==> src/sstr_pkg.sv <==
// ----------------------------------------------------------------------------
// Sparse triple transpose package
// Shared word layouts and register indexes for the sparse transpose block.
// ----------------------------------------------------------------------------
`default_nettype none

package sstr_pkg;

    // Width of a matrix index and of an element value.
    localparam int IDX_W = 7;
    localparam int VAL_W = 32;

    // Configuration register indexes.
    typedef enum logic [0:0] {
        REG_NUM_ROWS = 1'b0,
        REG_NUM_COLS = 1'b1
    } cfg_idx_t;

    // One stored triple.
    typedef struct packed {
        logic [IDX_W-1:0]        row;
        logic [IDX_W-1:0]        col;
        logic signed [VAL_W-1:0] value;
    } triple_t;

    // Input word.
    typedef struct packed {
        logic [IDX_W-1:0]        src_row;
        logic [IDX_W-1:0]        src_col;
        logic signed [VAL_W-1:0] elem_value;
        logic                    has_entry;
        logic                    last_in;
    } in_word_t;

    // Output word.
    typedef struct packed {
        logic [IDX_W-1:0]        out_row;
        logic [IDX_W-1:0]        out_col;
        logic signed [VAL_W-1:0] out_value;
        logic                    out_valid_entry;
        logic                    overflow;
        logic                    last_out;
    } out_word_t;

endpackage

`default_nettype wire

==> src/sstr_out_stage.sv <==
// ----------------------------------------------------------------------------
// Sparse triple transpose output stage
// Output register that holds one result word until the consumer takes it.
// ----------------------------------------------------------------------------
`default_nettype none

module sstr_out_stage (
    input  wire logic               clk,
    input  wire logic               rst_n,
    input  wire logic               load,
    input  wire sstr_pkg::out_word_t word,
    output logic                    free,
    output logic                    out_valid,
    input  wire logic               out_ready,
    output sstr_pkg::out_word_t     out_data
);
    import sstr_pkg::*;

    logic      valid_reg;
    logic      valid_next;
    out_word_t data_reg;

    // The stage can take a new word when empty or when its word leaves now.
    assign free = !valid_reg || out_ready;

    always_comb
    begin
        valid_next = valid_reg;
        if (load)
        begin
            valid_next = 1'b1;
        end
        else if (out_ready)
        begin
            valid_next = 1'b0;
        end
    end

    // Valid flag with reset.
    always_ff @(posedge clk or negedge rst_n)
    begin
        if (!rst_n)
        begin
            valid_reg <= 1'b0;
        end
        else
        begin
            valid_reg <= valid_next;
        end
    end

    // Payload register.
    always_ff @(posedge clk)
    begin
        if (load)
        begin
            data_reg <= word;
        end
    end

    assign out_valid = valid_reg;
    assign out_data  = data_reg;

endmodule

`default_nettype wire

==> config.mk <==
export PLATFORM = sky130hd
export DESIGN_NAME = sstr_out_stage
export DESIGN_NICKNAME = d
export VERILOG_FILES = /design/src/sstr_pkg.sv /design/src/sstr_out_stage.sv
export SDC_FILE = /design/constraint.sdc
export NUM_CORES = 1
export LEC_CHECK = 0
export BUFFER_PORTS_ARGS = -buffer_cell sky130_fd_sc_hd__buf_2
export CORE_AREA = 4 4 70 72
export CTS_CLUSTER_DIAMETER = 150
export CTS_CLUSTER_SIZE = 12
export DETAILED_ROUTE_END_ITERATION = 7
export DIE_AREA = 0 0 74 76
export PLACE_DENSITY = 0.76
export SYNTH_ARGS = -nofsm -noshare
export SYNTH_HDL_FRONTEND = slang
export SYNTH_SLANG_ARGS = --single-unit
==> constraint.sdc <==
create_clock -name clk -period 0.8 [get_ports clk]
set_input_delay 0.04 -clock clk [delete_from_list [all_inputs] [get_ports clk]]
set_output_delay 0.04 -clock clk [all_outputs]
set_load 0.01 [all_outputs]
Word level (Yosys, flattened, before mapping)
Cells that the tools add are included.
{ "totals": {"ff_bits": 50, "out_inout_bits": 51, "word_cells": 12} }
{ "op_classes": {"mux": 2, "reduce_logical": 3} }
{ "op_table": {"columns": ["operator", "n"], "rows": [
  ["two-way mux 1 bit", 2],
  ["nonzero test 2 bit", 1],
  ["logical NOT 1 bit", 1],
  ["logical OR 1 bit", 1]
]} }

Logic depth before layout (Yosys ltp)
{ "depth": {"word_depth": 2, "depth_mapped": 2} }

Least setup slack after synthesis
OpenSTA, ideal clock, no wires.
{ "synth_timing": {"path_kind": "reg2reg", "from": "register out_valid (netlist name)", "to": "register valid_reg (netlist: out_valid)", "t_arrival_ps": 568, "path_slack_ps": 111, "stages_incl_launch_ff": 3, "n_path_buf": 0, "path_cell_list": "dfrtp_1 nand2b_4 nand2b_2"} }
{ "synth_lines": {"columns": ["item", "line", "rtl"], "rows": [
  ["end signal, assigned", "sstr_out_stage.sv:48", "valid_reg <= valid_next;"],
  ["end, declared", "sstr_out_stage.sv:19", "logic valid_reg;"]
]} }

Final worst setup path
{ "layout_timing": {"from": "register valid_reg (netlist: out_valid)", "to": "output port free"} }
{ "layout_via": {"elab_chain_len": 2} }
{ "layout_rtl": {"columns": ["item", "line", "rtl"], "rows": [
  ["logical NOT 1 bit", "sstr_out_stage.sv:24", "assign free = !valid_reg || out_ready;"],
  ["logical OR 1 bit", "sstr_out_stage.sv:24", null],
  ["end, declared", "sstr_out_stage.sv:12", "output logic free,"]
]} }
No other way between the ends.

==> qor.yml <==
clock_sinks: 50
violations: "setup timing"
syn_nets: 105
drive_above_1_share_pct: 53.5
place_area_sq_mm: 0.00214
p_switching_mw: 1.16
insertion_delay_ns: 0.28
portBuffers: 103
ys_ff_latch: 50
path_clk_slew_ns: 0.09
track_usage_pct: 16.3
slowest_stage: "dfrtp_1"
design_area_sq_mm: 0.00278
coreArea_sq_mm: 0.00429
synth_cell_type_count: 4
syn_area_sq_mm: 0.00152
diodes: 0
crit_path_end_kind: "primary output"
die_w_um: 74
rsz0062_at_grt: "true"
critPathMaxStageDelay_ns: 0.42
grt_max_degree: 32
hold_viol_final: 0
p_leak_nw: 1.20
routed_via_density: 4.27
grt_pass1_vias: 1314
arrival_ns: 0.88
antenna_found_initial: 0
synthSimpleGateAreaFrac_pct: 1.48
grt_pass1_wl_um: 6650
post-route-util_pct: 64.7
synth_compound_area_share_pct: 0
yosysSeqAreaShare_pct: 98.5
comb_power_share_pct: 13.4
path_class: "register to primary output"
final_cells: 269
cts_buffers: 5
seq_power_share_pct: 56.3
dieArea_sq_mm: 0.00562
yosys_warnings: 0
fin_skew_ns: 0
overflow: 0
wl_per_cell_um: 16.7
synth_top_family_by_area: "simple AND/OR/NAND/NOR gates"
min_period_over_period_pct: 115
synth_cells: 52
finalWeightedCongestion: 0.663
path_buf_inv: 1
cts_root_buf: "clkbuf_8"
place_inst: 209
die_h_um: 76
h-tree-depth: 2
vias: 1149
p_int_mw: 4.46
cp.required_ns: 0.76
synth-xor-area-share_pct: 0
num_io_pins: 104
r2r_cells: 4
drtIter0Drc: 27
path_delay_family: "flip-flops"
path_depth: 2
drc: 0
swShare_pct: 20.7
clockPowerShare_pct: 30.4
initial_core_util_pct: 35.4
syn_area_per_cell_sq_um: 29.2
tightest_slew_ns: 0.167
cellPowerDensity_mw_per_mm2: 2020
cts_tree: "yes"
syn2layout_area_growth_pct: 82.9
slew_headroom_pct: 88.9
fmax_mhz: 1090
status: "finished with violations"
dr.pass1.iters: 4
fin_nets: 269
setup_viol: 52
max-cap-violations: 0
drt-total-wl_um: 4490
rows: 24
holdCritPathClass: "primary input to asynchronous set/reset pin"
crit_fanout: 2
ant_nets: 0
clockBufferDepth: 2
min_period_ns: 0.920
start_kind: "register"
path_cells: "nand2b_4 -> buf_6"
synthMuxAreaShare_pct: 0
ir_drop_mv: 1.22
final_max_slew_viol_count: 0
worst_slack_ns: -0.120
synth_fa_ha_area_share_pct: 0
pre_cts_ws_ns: 0.0790
[layer usage]
metal  wire [um]  vias up  share of wire (%)  global-route usage (%)
li1            -      534                  -                       -
met1        1580      537                 35                    16.8
met2        2320       72                 52                    28.1
met3         510        6                 11                    7.12
met4          74        0                1.6                    6.34
met5           0        -                  0                       0
[sequential cells by signal, summed over array words and instances (netlist names)]
signal and count:
out_data 49, out_valid 1
[cells in the final DEF (no fill, tap or decap)]
cell,Yosys,routed
buf_2,0,101
dlygate4sd3_1,0,50
edfxtp_1,49,49
clkbuf_8,0,5
buf_6,0,2
buf_12,0,2
buf_4,0,2
nand2b_4,1,1
nand2b_2,1,1
bufinv_16,0,1
clkbuf_1,0,1
clkinvlp_4,0,1
dfrtp_1,1,1
[worst paths after layout]
kind | start | to | slack (ns)
max in group asynchronous | rst_n | out_valid | 0.64
worst min-delay path | rst_n | out_valid | 0.08
min in group clk | load | out_data[43] | 0.20
worst min register to register | out_valid | out_valid | 0.77
worst max-delay path | out_valid | free | -0.12
worst max register to register | out_valid | out_valid | -0.05
[logic make-up after synthesis]
group / after synthesis
DFF: 50
and+or+nand+nor: 2
[Yosys cell counts, drive strengths merged]
master  number  area [sq um]
edfxtp      49          1470
nand2b       2          22.5
dfrtp        1          25.0
[power by group through the flow]
stage               registers (mW)  clock network (mW)  logic [mW]
finish                        3.16                1.70       0.750
floorplan                     3.33                   0      0.0117
detailed placement            3.21                   0       0.528
global route                  3.18                1.87       0.801
global placement              3.20                   0       0.517
CTS                           3.15                1.76       0.727
[through the flow]
step	hold WS, ns	TNS [ns]	power (mW)
global placement	-0.184	0	3.71
floorplan	-0.256	0	3.34
detailed placement	-0.182	0	3.74
CTS	0.0262	-2.98	5.63
global route	0.0521	-4.74	5.85
finish	0.0756	-2.58	5.62
[area by class of cell]
type,count,area [sq um]
multi-input combinational,2,22.5
fill,303,1520
clock buffer,6,72.6
timing repair buffer,157,1080
tap,52,65.1
sequential,50,1500
clock inverter,2,37.5
[repair_timing]
| action | in CTS | in global routing |
|---|---|---|
| endpoints found under the setup margin | 51 | 51 |
| hold buffers | 50 | 0 |
| endpoints found under the hold margin | 50 | 0 |
| gates resized for setup | 1 | 1 |
| buffers inserted | 1 | 1 |
| pin swaps | 0 | 0 |
No activity file was read; power rests on OpenSTA's default activity.
